### src/design/mpjs_pkg.sv
// Shared types, codes and compare functions for the multi-policy job scheduler.
// Used by mpjs_slot_mem and multi_policy_job_scheduler_core; depends on nothing.
package mpjs_pkg;

  // Default size of the ready-job table.
  localparam int QUEUE_DEPTH_DEF = 16;

  // Slot numbers are compared at this width, wide enough for a full table plus one.
  localparam int SLOT_CMP_W = 9;

  localparam int POLICY_W = 3;
  localparam int ADDR_W   = 2;
  localparam int SUM_W    = 48;

  // Configuration register byte addresses.
  localparam logic [ADDR_W-1:0] ADDR_POLICY = 2'd0;

  // Policy codes; the two unused codes behave as first come, first served.
  localparam logic [POLICY_W-1:0] POL_FCFS  = 3'd0;
  localparam logic [POLICY_W-1:0] POL_PRIO  = 3'd1;
  localparam logic [POLICY_W-1:0] POL_PPRIO = 3'd2;
  localparam logic [POLICY_W-1:0] POL_SRTF  = 3'd3;
  localparam logic [POLICY_W-1:0] POL_RR    = 3'd4;
  localparam logic [POLICY_W-1:0] POL_SJF   = 3'd5;

  // Request opcodes.
  localparam logic [1:0] OP_ARRIVE   = 2'd0;
  localparam logic [1:0] OP_DISPATCH = 2'd1;
  localparam logic [1:0] OP_FINISH   = 2'd2;

  // One job record as kept in the table and in the running register.
  typedef struct packed {
    logic [15:0] id;
    logic [7:0]  pri;
    logic [15:0] rt;
    logic [31:0] arr;
    logic [15:0] rem;
    logic [31:0] start;
    logic [31:0] seq;
  } job_t;

  typedef enum logic [3:0] {
    ST_IDLE,
    ST_CHARGE,
    ST_SCAN,
    ST_DRAIN,
    ST_DECIDE,
    ST_START,
    ST_ARRIVE,
    ST_FIN_A,
    ST_FIN_B,
    ST_DONE
  } state_t;

  function automatic logic is_preemptive(logic [POLICY_W-1:0] pol);
    return (pol == POL_PPRIO) || (pol == POL_SRTF) || (pol == POL_RR);
  endfunction

  // Primary ordering key of a job under the given policy.
  function automatic logic [31:0] key_of(job_t j, logic [POLICY_W-1:0] pol);
    logic [31:0] k;
    case (pol)
      POL_PRIO, POL_PPRIO: k = {24'd0, j.pri};
      POL_SRTF:            k = {16'd0, j.rem};
      POL_RR:              k = j.seq;
      POL_SJF:             k = {16'd0, j.rt};
      default:             k = 32'd0;
    endcase
    return k;
  endfunction

  // True when job a in slot sa is served ahead of job b in slot sb.
  function automatic logic served_first(job_t a, logic [SLOT_CMP_W-1:0] sa,
                                        job_t b, logic [SLOT_CMP_W-1:0] sb,
                                        logic [POLICY_W-1:0] pol);
    logic [31:0] ka;
    logic [31:0] kb;
    logic        r;
    ka = key_of(a, pol);
    kb = key_of(b, pol);
    if (ka != kb) begin
      r = ka < kb;
    end else if (a.arr != b.arr) begin
      r = a.arr < b.arr;
    end else begin
      r = sa < sb;
    end
    return r;
  endfunction

endpackage

### src/design/mpjs_slot_mem.sv
// Job table storage: one write port and one registered read port.
// Depends on mpjs_pkg for the job record type.
module mpjs_slot_mem #(
  parameter int DEPTH = 16,
  parameter int IDX_W = 4
) (
  input  logic             clk,
  input  logic             wr_en,
  input  logic [IDX_W-1:0] wr_addr,
  input  mpjs_pkg::job_t   wr_data,
  input  logic [IDX_W-1:0] rd_addr,
  output mpjs_pkg::job_t   rd_data
);
  import mpjs_pkg::*;

  job_t mem [DEPTH];

  // Write and registered read share one clocked block.
  always_ff @(posedge clk) begin
    if (wr_en) begin
      mem[wr_addr] <= wr_data;
    end
    rd_data <= mem[rd_addr];
  end

endmodule

### src/design/multi_policy_job_scheduler_core.sv
// Multi-policy job scheduler: a table of ready jobs, one running job and finish totals.
// Uses mpjs_pkg and the table memory mpjs_slot_mem.
//
// The block takes no new request until it is through with the previous one.
// An arrival scans the whole table through the memory's single read port, one slot
// a cycle, then writes the new job into the first free slot or flags a full table.
// A dispatch point charges the running job, scans the table, then decides and starts
// the winner; under a policy that lets the running job keep the CPU it makes no scan.
// A finish runs through ST_FIN_A and ST_FIN_B; other codes go straight to the result.
// A result that is not taken stalls the block until it is. No clearing pass is needed
// after reset.
module multi_policy_job_scheduler_core #(
  parameter int QUEUE_DEPTH = mpjs_pkg::QUEUE_DEPTH_DEF
) (
  input  logic                         clk,
  input  logic                         rst_n,
  // Request channel
  input  logic                         in_valid,
  output logic                         in_ready,
  input  logic [1:0]                   in_op,
  input  logic [15:0]                  in_job_id,
  input  logic [7:0]                   in_job_priority,
  input  logic [15:0]                  in_run_time,
  input  logic [31:0]                  in_now,
  // Result channel
  output logic                         out_valid,
  input  logic                         out_ready,
  output logic                         out_dispatch_valid,
  output logic [15:0]                  out_dispatch_id,
  output logic                         out_table_full,
  output logic [15:0]                  out_finished_count,
  output logic [mpjs_pkg::SUM_W-1:0]   out_total_turnaround,
  output logic [mpjs_pkg::SUM_W-1:0]   out_total_wait,
  output logic [mpjs_pkg::SUM_W-1:0]   out_total_response,
  // Configuration port
  input  logic                         psel,
  input  logic                         penable,
  input  logic                         pwrite,
  input  logic [mpjs_pkg::ADDR_W-1:0]  paddr,
  input  logic [31:0]                  pwdata,
  output logic [31:0]                  prdata,
  output logic                         pready
);
  import mpjs_pkg::*;

  localparam int IDX_W = $clog2(QUEUE_DEPTH);
  localparam logic [IDX_W-1:0] LAST_IDX = IDX_W'(QUEUE_DEPTH - 1);
  localparam logic [SLOT_CMP_W-1:0] NO_SLOT = SLOT_CMP_W'(QUEUE_DEPTH);
  localparam logic [SUM_W-1:0] SUM_MAX = {SUM_W{1'b1}};

  state_t state_r, state_nxt;

  logic [POLICY_W-1:0]  policy_r;
  logic [1:0]           op_r;
  logic [15:0]          id_r;
  logic [7:0]           pri_r;
  logic [15:0]          rt_r;
  logic [31:0]          now_r;

  logic [QUEUE_DEPTH-1:0] valid_r;
  logic                 run_valid_r;
  job_t                 run_rec_r;
  logic                 last_valid_r;
  logic [31:0]          last_time_r;
  logic [31:0]          next_seq_r;
  logic [15:0]          done_cnt_r;
  logic [SUM_W-1:0]     sum_ta_r;
  logic [SUM_W-1:0]     sum_wt_r;
  logic [SUM_W-1:0]     sum_rs_r;

  logic [IDX_W-1:0]     idx_r;
  logic                 cmp_vld_r;
  logic [IDX_W-1:0]     cmp_idx_r;
  logic                 best_found_r;
  logic [IDX_W-1:0]     best_idx_r;
  job_t                 best_rec_r;
  logic                 free_found_r;
  logic [IDX_W-1:0]     free_idx_r;

  logic                 dv_r;
  logic [15:0]          did_r;
  logic                 tf_r;
  logic [31:0]          ta_r;
  logic [31:0]          rs_r;

  logic                 out_valid_r;

  logic                 mem_we;
  logic [IDX_W-1:0]     mem_waddr;
  job_t                 mem_wdata;
  job_t                 mem_rdata;

  logic [31:0]          elapsed;
  logic [15:0]          rem_charged;
  job_t                 run_charged;
  logic [QUEUE_DEPTH-1:0] valid_decide;
  logic                 run_wins;
  logic                 take_best;
  logic                 cand_better;
  logic [31:0]          wt_val;
  logic [SUM_W:0]       ta_sum;
  logic [SUM_W:0]       wt_sum;
  logic [SUM_W:0]       rs_sum;
  job_t                 new_job;

  // Table payload memory.
  mpjs_slot_mem #(
    .DEPTH (QUEUE_DEPTH),
    .IDX_W (IDX_W)
  ) u_slot_mem (
    .clk     (clk),
    .wr_en   (mem_we),
    .wr_addr (mem_waddr),
    .wr_data (mem_wdata),
    .rd_addr (idx_r),
    .rd_data (mem_rdata)
  );

  // Configuration port: always ready, one register.
  assign pready = 1'b1;
  assign prdata = {{(32 - POLICY_W){1'b0}}, policy_r};

  always_ff @(posedge clk) begin
    if (!rst_n) begin
      policy_r <= POL_FCFS;
    end else if (psel && penable && pwrite && paddr == ADDR_POLICY) begin
      policy_r <= pwdata[POLICY_W-1:0];
    end
  end

  // Charge the running job for the ticks since the previous dispatch point.
  always_comb begin
    elapsed = (now_r >= last_time_r) ? now_r - last_time_r : 32'd0;
    rem_charged = (elapsed >= {16'd0, run_rec_r.rem}) ? 16'd0
                : run_rec_r.rem - elapsed[15:0];
  end

  // Running record after the charge; a preempted job re-queues with a fresh sequence number.
  always_comb begin
    run_charged = run_rec_r;
    if (run_valid_r && last_valid_r) begin
      run_charged.rem = rem_charged;
    end
    if (run_valid_r && is_preemptive(policy_r)) begin
      run_charged.seq = next_seq_r;
    end
  end

  // Compare logic: scanned slot against the best so far, and running job
  // against the winner of the scan.
  always_comb begin
    cand_better = !best_found_r
               || served_first(mem_rdata, SLOT_CMP_W'(cmp_idx_r),
                               best_rec_r, SLOT_CMP_W'(best_idx_r), policy_r);
    run_wins = run_valid_r
            && (!best_found_r
                || served_first(run_rec_r,
                                free_found_r ? SLOT_CMP_W'(free_idx_r) : NO_SLOT,
                                best_rec_r, SLOT_CMP_W'(best_idx_r), policy_r));
    take_best = !run_wins && best_found_r;
  end

  // Table occupancy after a decision: the winner leaves, a preempted job takes a
  // free slot or the winner's place.
  always_comb begin
    valid_decide = valid_r;
    valid_decide[best_idx_r] = 1'b0;
    if (run_valid_r) begin
      valid_decide[free_found_r ? free_idx_r : best_idx_r] = 1'b1;
    end
  end

  // Finish arithmetic: wait and saturating totals.
  always_comb begin
    wt_val = (ta_r >= {16'd0, run_rec_r.rt}) ? ta_r - {16'd0, run_rec_r.rt} : 32'd0;
    ta_sum = {1'b0, sum_ta_r} + {{(SUM_W - 31){1'b0}}, ta_r};
    wt_sum = {1'b0, sum_wt_r} + {{(SUM_W - 31){1'b0}}, wt_val};
    rs_sum = {1'b0, sum_rs_r} + {{(SUM_W - 31){1'b0}}, rs_r};
  end

  // Record of an arriving job.
  always_comb begin
    new_job.id    = id_r;
    new_job.pri   = pri_r;
    new_job.rt    = rt_r;
    new_job.arr   = now_r;
    new_job.rem   = rt_r;
    new_job.start = 32'd0;
    new_job.seq   = next_seq_r;
  end

  // Table write port control.
  always_comb begin
    mem_we    = 1'b0;
    mem_waddr = free_idx_r;
    mem_wdata = new_job;
    case (state_r)
      ST_ARRIVE: begin
        mem_we = free_found_r;
      end
      ST_DECIDE: begin
        mem_we    = take_best && run_valid_r;
        mem_waddr = free_found_r ? free_idx_r : best_idx_r;
        mem_wdata = run_rec_r;
      end
      default: begin
        mem_we = 1'b0;
      end
    endcase
  end

  // Next state.
  always_comb begin
    state_nxt = state_r;
    case (state_r)
      ST_IDLE: begin
        if (in_valid) begin
          case (in_op)
            OP_ARRIVE:   state_nxt = ST_SCAN;
            OP_DISPATCH: state_nxt = ST_CHARGE;
            OP_FINISH:   state_nxt = ST_FIN_A;
            default:     state_nxt = ST_DONE;
          endcase
        end
      end
      ST_CHARGE: begin
        state_nxt = (run_valid_r && !is_preemptive(policy_r)) ? ST_DONE : ST_SCAN;
      end
      ST_SCAN: begin
        if (idx_r == LAST_IDX) begin
          state_nxt = ST_DRAIN;
        end
      end
      ST_DRAIN: begin
        state_nxt = (op_r == OP_ARRIVE) ? ST_ARRIVE : ST_DECIDE;
      end
      ST_DECIDE: state_nxt = ST_START;
      ST_START:  state_nxt = ST_DONE;
      ST_ARRIVE: state_nxt = ST_DONE;
      ST_FIN_A:  state_nxt = ST_FIN_B;
      ST_FIN_B:  state_nxt = ST_DONE;
      ST_DONE: begin
        if (!out_valid_r || out_ready) begin
          state_nxt = ST_IDLE;
        end
      end
      default: state_nxt = ST_IDLE;
    endcase
  end

  // Handshake outputs.
  always_comb begin
    in_ready  = (state_r == ST_IDLE);
    out_valid = out_valid_r;
  end

  always_ff @(posedge clk) begin
    if (!rst_n) begin
      state_r <= ST_IDLE;
    end else begin
      state_r <= state_nxt;
    end
  end

  // Sequencer datapath and scheduler state.
  always_ff @(posedge clk) begin
    if (!rst_n) begin
      valid_r      <= '0;
      run_valid_r  <= 1'b0;
      run_rec_r    <= '0;
      last_valid_r <= 1'b0;
      last_time_r  <= 32'd0;
      next_seq_r   <= 32'd0;
      done_cnt_r   <= 16'd0;
      sum_ta_r     <= '0;
      sum_wt_r     <= '0;
      sum_rs_r     <= '0;
      cmp_vld_r    <= 1'b0;
      best_found_r <= 1'b0;
      free_found_r <= 1'b0;
      out_valid_r  <= 1'b0;
    end else begin
      // Compare the slot read in the previous cycle.
      if (cmp_vld_r && valid_r[cmp_idx_r] && cand_better) begin
        best_found_r <= 1'b1;
        best_idx_r   <= cmp_idx_r;
        best_rec_r   <= mem_rdata;
      end

      if (out_valid_r && out_ready && state_r != ST_DONE) begin
        out_valid_r <= 1'b0;
      end

      case (state_r)
        ST_IDLE: begin
          if (in_valid) begin
            op_r         <= in_op;
            id_r         <= in_job_id;
            pri_r        <= in_job_priority;
            rt_r         <= in_run_time;
            now_r        <= in_now;
            dv_r         <= 1'b0;
            did_r        <= 16'd0;
            tf_r         <= 1'b0;
            idx_r        <= '0;
            cmp_vld_r    <= 1'b0;
            best_found_r <= 1'b0;
            free_found_r <= 1'b0;
          end
        end
        ST_CHARGE: begin
          run_rec_r    <= run_charged;
          last_time_r  <= now_r;
          last_valid_r <= 1'b1;
          if (run_valid_r && !is_preemptive(policy_r)) begin
            dv_r  <= 1'b1;
            did_r <= run_rec_r.id;
          end else if (run_valid_r) begin
            next_seq_r <= next_seq_r + 32'd1;
          end
        end
        ST_SCAN: begin
          idx_r     <= idx_r + 1'b1;
          cmp_vld_r <= 1'b1;
          cmp_idx_r <= idx_r;
          if (!valid_r[idx_r] && !free_found_r) begin
            free_found_r <= 1'b1;
            free_idx_r   <= idx_r;
          end
        end
        ST_DRAIN: begin
          cmp_vld_r <= 1'b0;
        end
        ST_DECIDE: begin
          // The winner leaves the table; a preempted job takes a free slot or its place.
          if (take_best) begin
            valid_r     <= valid_decide;
            run_rec_r   <= best_rec_r;
            run_valid_r <= 1'b1;
          end
        end
        ST_START: begin
          if (run_valid_r) begin
            if (run_rec_r.rem == run_rec_r.rt) begin
              run_rec_r.start <= now_r;
            end
            dv_r  <= 1'b1;
            did_r <= run_rec_r.id;
          end
        end
        ST_ARRIVE: begin
          if (free_found_r) begin
            valid_r[free_idx_r] <= 1'b1;
            next_seq_r          <= next_seq_r + 32'd1;
          end else begin
            tf_r <= 1'b1;
          end
        end
        ST_FIN_A: begin
          ta_r <= (now_r >= run_rec_r.arr) ? now_r - run_rec_r.arr : 32'd0;
          rs_r <= (run_rec_r.start >= run_rec_r.arr)
                ? run_rec_r.start - run_rec_r.arr : 32'd0;
        end
        ST_FIN_B: begin
          if (run_valid_r) begin
            if (done_cnt_r != 16'hFFFF) begin
              done_cnt_r <= done_cnt_r + 16'd1;
            end
            sum_ta_r    <= ta_sum[SUM_W] ? SUM_MAX : ta_sum[SUM_W-1:0];
            sum_wt_r    <= wt_sum[SUM_W] ? SUM_MAX : wt_sum[SUM_W-1:0];
            sum_rs_r    <= rs_sum[SUM_W] ? SUM_MAX : rs_sum[SUM_W-1:0];
            run_valid_r <= 1'b0;
          end
        end
        ST_DONE: begin
          if (!out_valid_r || out_ready) begin
            out_valid_r <= 1'b1;
          end
        end
        default: begin
          cmp_vld_r <= 1'b0;
        end
      endcase
    end
  end

  // Result register, loaded when the previous result has been taken.
  always_ff @(posedge clk) begin
    if (state_r == ST_DONE && (!out_valid_r || out_ready)) begin
      out_dispatch_valid   <= dv_r;
      out_dispatch_id      <= did_r;
      out_table_full       <= tf_r;
      out_finished_count   <= done_cnt_r;
      out_total_turnaround <= sum_ta_r;
      out_total_wait       <= sum_wt_r;
      out_total_response   <= sum_rs_r;
    end
  end

endmodule
### config.mk
export PLATFORM = sky130hd
export DESIGN_NAME = multi_policy_job_scheduler_core
export DESIGN_NICKNAME = d
export VERILOG_FILES = /design/src/design/mpjs_pkg.sv /design/src/design/mpjs_slot_mem.sv /design/src/design/multi_policy_job_scheduler_core.sv
export SDC_FILE = /design/constraint.sdc
export NUM_CORES = 2
export LEC_CHECK = 0
export BUFFER_PORTS_ARGS = -buffer_cell sky130_fd_sc_hd__buf_2
export CELL_PAD_IN_SITES_DETAIL_PLACEMENT = 1
export CELL_PAD_IN_SITES_GLOBAL_PLACEMENT = 2
export CORE_ASPECT_RATIO = 0.7
export CORE_MARGIN = 1.5
export CORE_UTILIZATION = 47
export CTS_BUF_LIST = sky130_fd_sc_hd__clkbuf_4 sky130_fd_sc_hd__clkbuf_8 sky130_fd_sc_hd__clkbuf_16
export CTS_CLUSTER_DIAMETER = 50
export DETAILED_ROUTE_END_ITERATION = 6
export PLACE_DENSITY_LB_ADDON = 0.08
export SETUP_SLACK_MARGIN = 0.5
export SYNTH_ARGS = -nofsm -noshare
export SYNTH_HDL_FRONTEND = slang
export SYNTH_SLANG_ARGS = --single-unit
export TNS_END_PERCENT = 5
### constraint.sdc
create_clock -name clk -period 12.3 [get_ports clk]
set_input_delay 1.845 -clock clk [delete_from_list [all_inputs] [get_ports clk]]
set_output_delay 1.845 -clock clk [all_outputs]
set_load 0.05 [all_outputs]
==> metrics.cfg <==
[sta]
fin_setup_tns_ns = 0
timing.final.ws_setup_ns = 4.26
rsz0062_at_grt = false
max_slew_margin_pct = 7.20
setup_viol = 0
worst_pin_slew_ns = 1.38
fin_crit_sh_pct = 65.3
slew_viol_final = 0
fmax_ghz = 0.124
hold_viol = 0
period_minus_slack_ns = 8.04
clock_skew_ns = 0.0693

[pwr]
pwr-share-seq_pct = 45.8
p_int_uw = 22200
vdd_ir_drop_max_mv = 0.139
clkPwrFrac_pct = 38.1
p_leak_uw = 0.0572
power_density_nw_per_um2 = 185
power_uw = 30300
swShare_pct = 26.7
combPwrFrac_pct = 16.0
p_switching_uw = 8090

[critical_path]
required_ns = 13.08
r2r_end = sum_wt_r[44]
startpoint_type = flip-flop
cp-end-kind = flip-flop
rr_worst_depth = 26
crit_type = flip-flop to flip-flop
r2r_start = run_charged[112]
r2r_slack_ns = 4.26
crit_start = run_charged[112]
critPathCapture = sum_wt_r[44]
crit_arrival_ns = 8.82
cp_max_fo = 26

[detailed_routing]
wire_per_inst_um = 31.1
postRouteAntennaNets = 0
wl_met3_um = 28900
drt-total-wl_um = 422000
drc = 0
viasPerCell = 6.09
drt_iter0_drc = 8427
route.vias.total = 82500
highest_layer = met4
routed-wl-met2_um = 184000
drtPass1Iterations = 5
wl_met1_um = 201000

[cts]
cts_tree = yes
cts_hold_buf = 0
cts_buffers = 361
cts-resized-gates = 0
clkSinkCount = 3491
clkLatencyLatePin_ns = 0.91
cts.clk_slew.worst_paths_ns = 0.06
htreeDepth = 5
ctsRootBufferMaster = clkbuf_16
cts_buffer_depth = 4
postCtsSetupBuffers = 0

[outcome]
status = complete, no violations

[worst_hold_path]
worstHoldStart = u_slot_mem.rd_data[41]
worstHoldPathType = flip-flop to flip-flop

[floorplan]
die_x_um = 666
fp.dieH_um = 467
dieArea_um2 = 311000
start_util_pct = 47.2
rows = 170
core_um2 = 306000
ios = 328

[synth]
synth.ff_latch_count = 3491
synth_warnings = 0
synth_ff_type = edfxtp_1
synth-async-reset-ratio_pct = 0
syn_area_um2 = 144000
yosysSeqAreaShare_pct = 68.7
yosysMostFrequentCell = edfxtp_1
synth_cell_types = 97
synth_top_area_share_pct = 61.0
syn_avg_cell_area_um2 = 16.5
netlist_instances = 8769
synth_commonest_cells = edfxtp_1 (2934), mux4_2 (770), nand2_1 (558)
synth_edf_count = 2934
yosysTopAreaCell = edfxtp_1
yosys-top-cells-area = edfxtp_1 (61%), mux4_2 (12%), dfxtp_1 (7.7%)

[cells_and_area]
final_layout_size_suffix_gt1_share_pct = 20.9
n_fill_cell = 28100
fin_nets = 9700
area_delta_synth_final_pct = 13.4
stdcell_area_um2 = 164000

[placed_design]
dpl.hpwl_um = 257000
dpl_cell_area_um2 = 151000
gp_congestion = 0.854
portBuffers = 268
dp_slack_ns = 4.25

[global_route]
grt_use_total_pct = 26.9
grt_antenna_before_repair = 23
grt_pass1_wl_um = 607000
grt_overflow = 0
grt_max_degree = 141
grt_pass1_vias = 84000

[job]
drv_cap = 0

## stage by stage
step                util [%]  cells  hold WS (ns)
finish                  53.5  13600         0.396
global route            53.5  13600         0.406
CTS                     53.5  13500         0.396
detailed placement      49.4  12900         0.390
global placement        49.4  12900         0.389
floorplan                  -   8797         0.386
## layout make-up
| cell class | instances | area, µm² | area share, % |
|---|---|---|---|
| clock buffer | 485 | 10300 | 6.29 |
| multi-input combinational | 4651 | 42900 | 26.2 |
| inverter | 237 | 897 | 0.548 |
| timing repair buffer | 459 | 3070 | 1.88 |
| tap | 4042 | 5060 | 3.09 |
| clock inverter | 184 | 2270 | 1.38 |
| sequential | 3491 | 99300 | 60.6 |
| antenna | 6 | 15.0 | 0.00917 |
## power by group through the flow
stage	sequential [µW]	clock (µW)	combinational (µW)
floorplan	13900	0	3230
global placement	14100	0	4770
detailed placement	14100	0	4850
CTS	13900	11700	4870
global route	13900	12100	5190
finish	13900	11500	4850
## worst min-delay path by stage
stage / slack [ns] / cells past startpoint / to
floorplan: 0.39 / 0 / best_rec_r[136]
global placement: 0.39 / 0 / best_rec_r[61]
detailed placement: 0.39 / 0 / best_rec_r[34]
CTS: 0.40 / 0 / best_rec_r[41]
global route: 0.41 / 0 / best_rec_r[99]
finish: 0.40 / 0 / best_rec_r[41]
## flip-flops by register name, indices dropped and copies added (netlist names), 48 cells and up
name,count
best_rec_r,152
out_total_response,48
out_total_turnaround,48
out_total_wait,48
run_charged,104
run_rec_r,48
sum_rs_r,48
sum_ta_r,48
sum_wt_r,48
u_slot_mem.mem,2432
u_slot_mem.rd_data,152
## routing by layer
| layer | vias up | global-route usage (%) |
|---|---|---|
| met1 | 43900 | 42.4 |
| met3 | 482 | 4.25 |
| met5 | - | 0 |
| met4 | 0 | 5.55 |
| li1 | 35300 | - |
| met2 | 2746 | 39.6 |
## logic make-up after synthesis
kind of cell    synth area share, %
simple gates                   5.39
fa+ha+maj                      3.37
other cells                 0.00520
compound gates                 6.12
xor+xnor                       1.49
mux                            13.1
flops                          68.7
buf+inv                        1.81
## critical path, cell delays in order, from the launching register on
cell and delay, ns:
dfxtp_1 0.65, ha_1 0.28, inv_1 0.06, fa_1 0.41
a21o_1 0.18, a21oi_1 0.21, o21bai_1 0.10, a21oi_1 0.25
o21bai_1 0.19, a211oi_1 0.35, o21bai_1 0.16, a21oi_1 0.41
and3_1 0.92, nor2_1 0.10, ha_1 0.26, fa_1 0.46
a211oi_1 0.37, o21ai_1 0.17, a211oi_1 0.34, o31ai_1 0.19
or3b_1 0.43, a21oi_1 0.25, o311ai_1 0.31, and2_1 0.38
nand2_1 0.14, nor2_1 0.08, a311oi_1 0.27
## cells in the final DEF, fill, tap and decap left out, types with 121 or more instances in the layout
cell type  count
edfxtp_1    2934
mux4_2       770
nand2_1      558
dfxtp_1      555
nor2_1       500
a21oi_1      422
ha_1         376
clkbuf_16    366
o21ai_0      287
buf_2        267
inv_1        234
buf_4        167
xnor2_1      135
mux2i_1      134
a21o_1       121
Power figures use the tool's default switching activity.
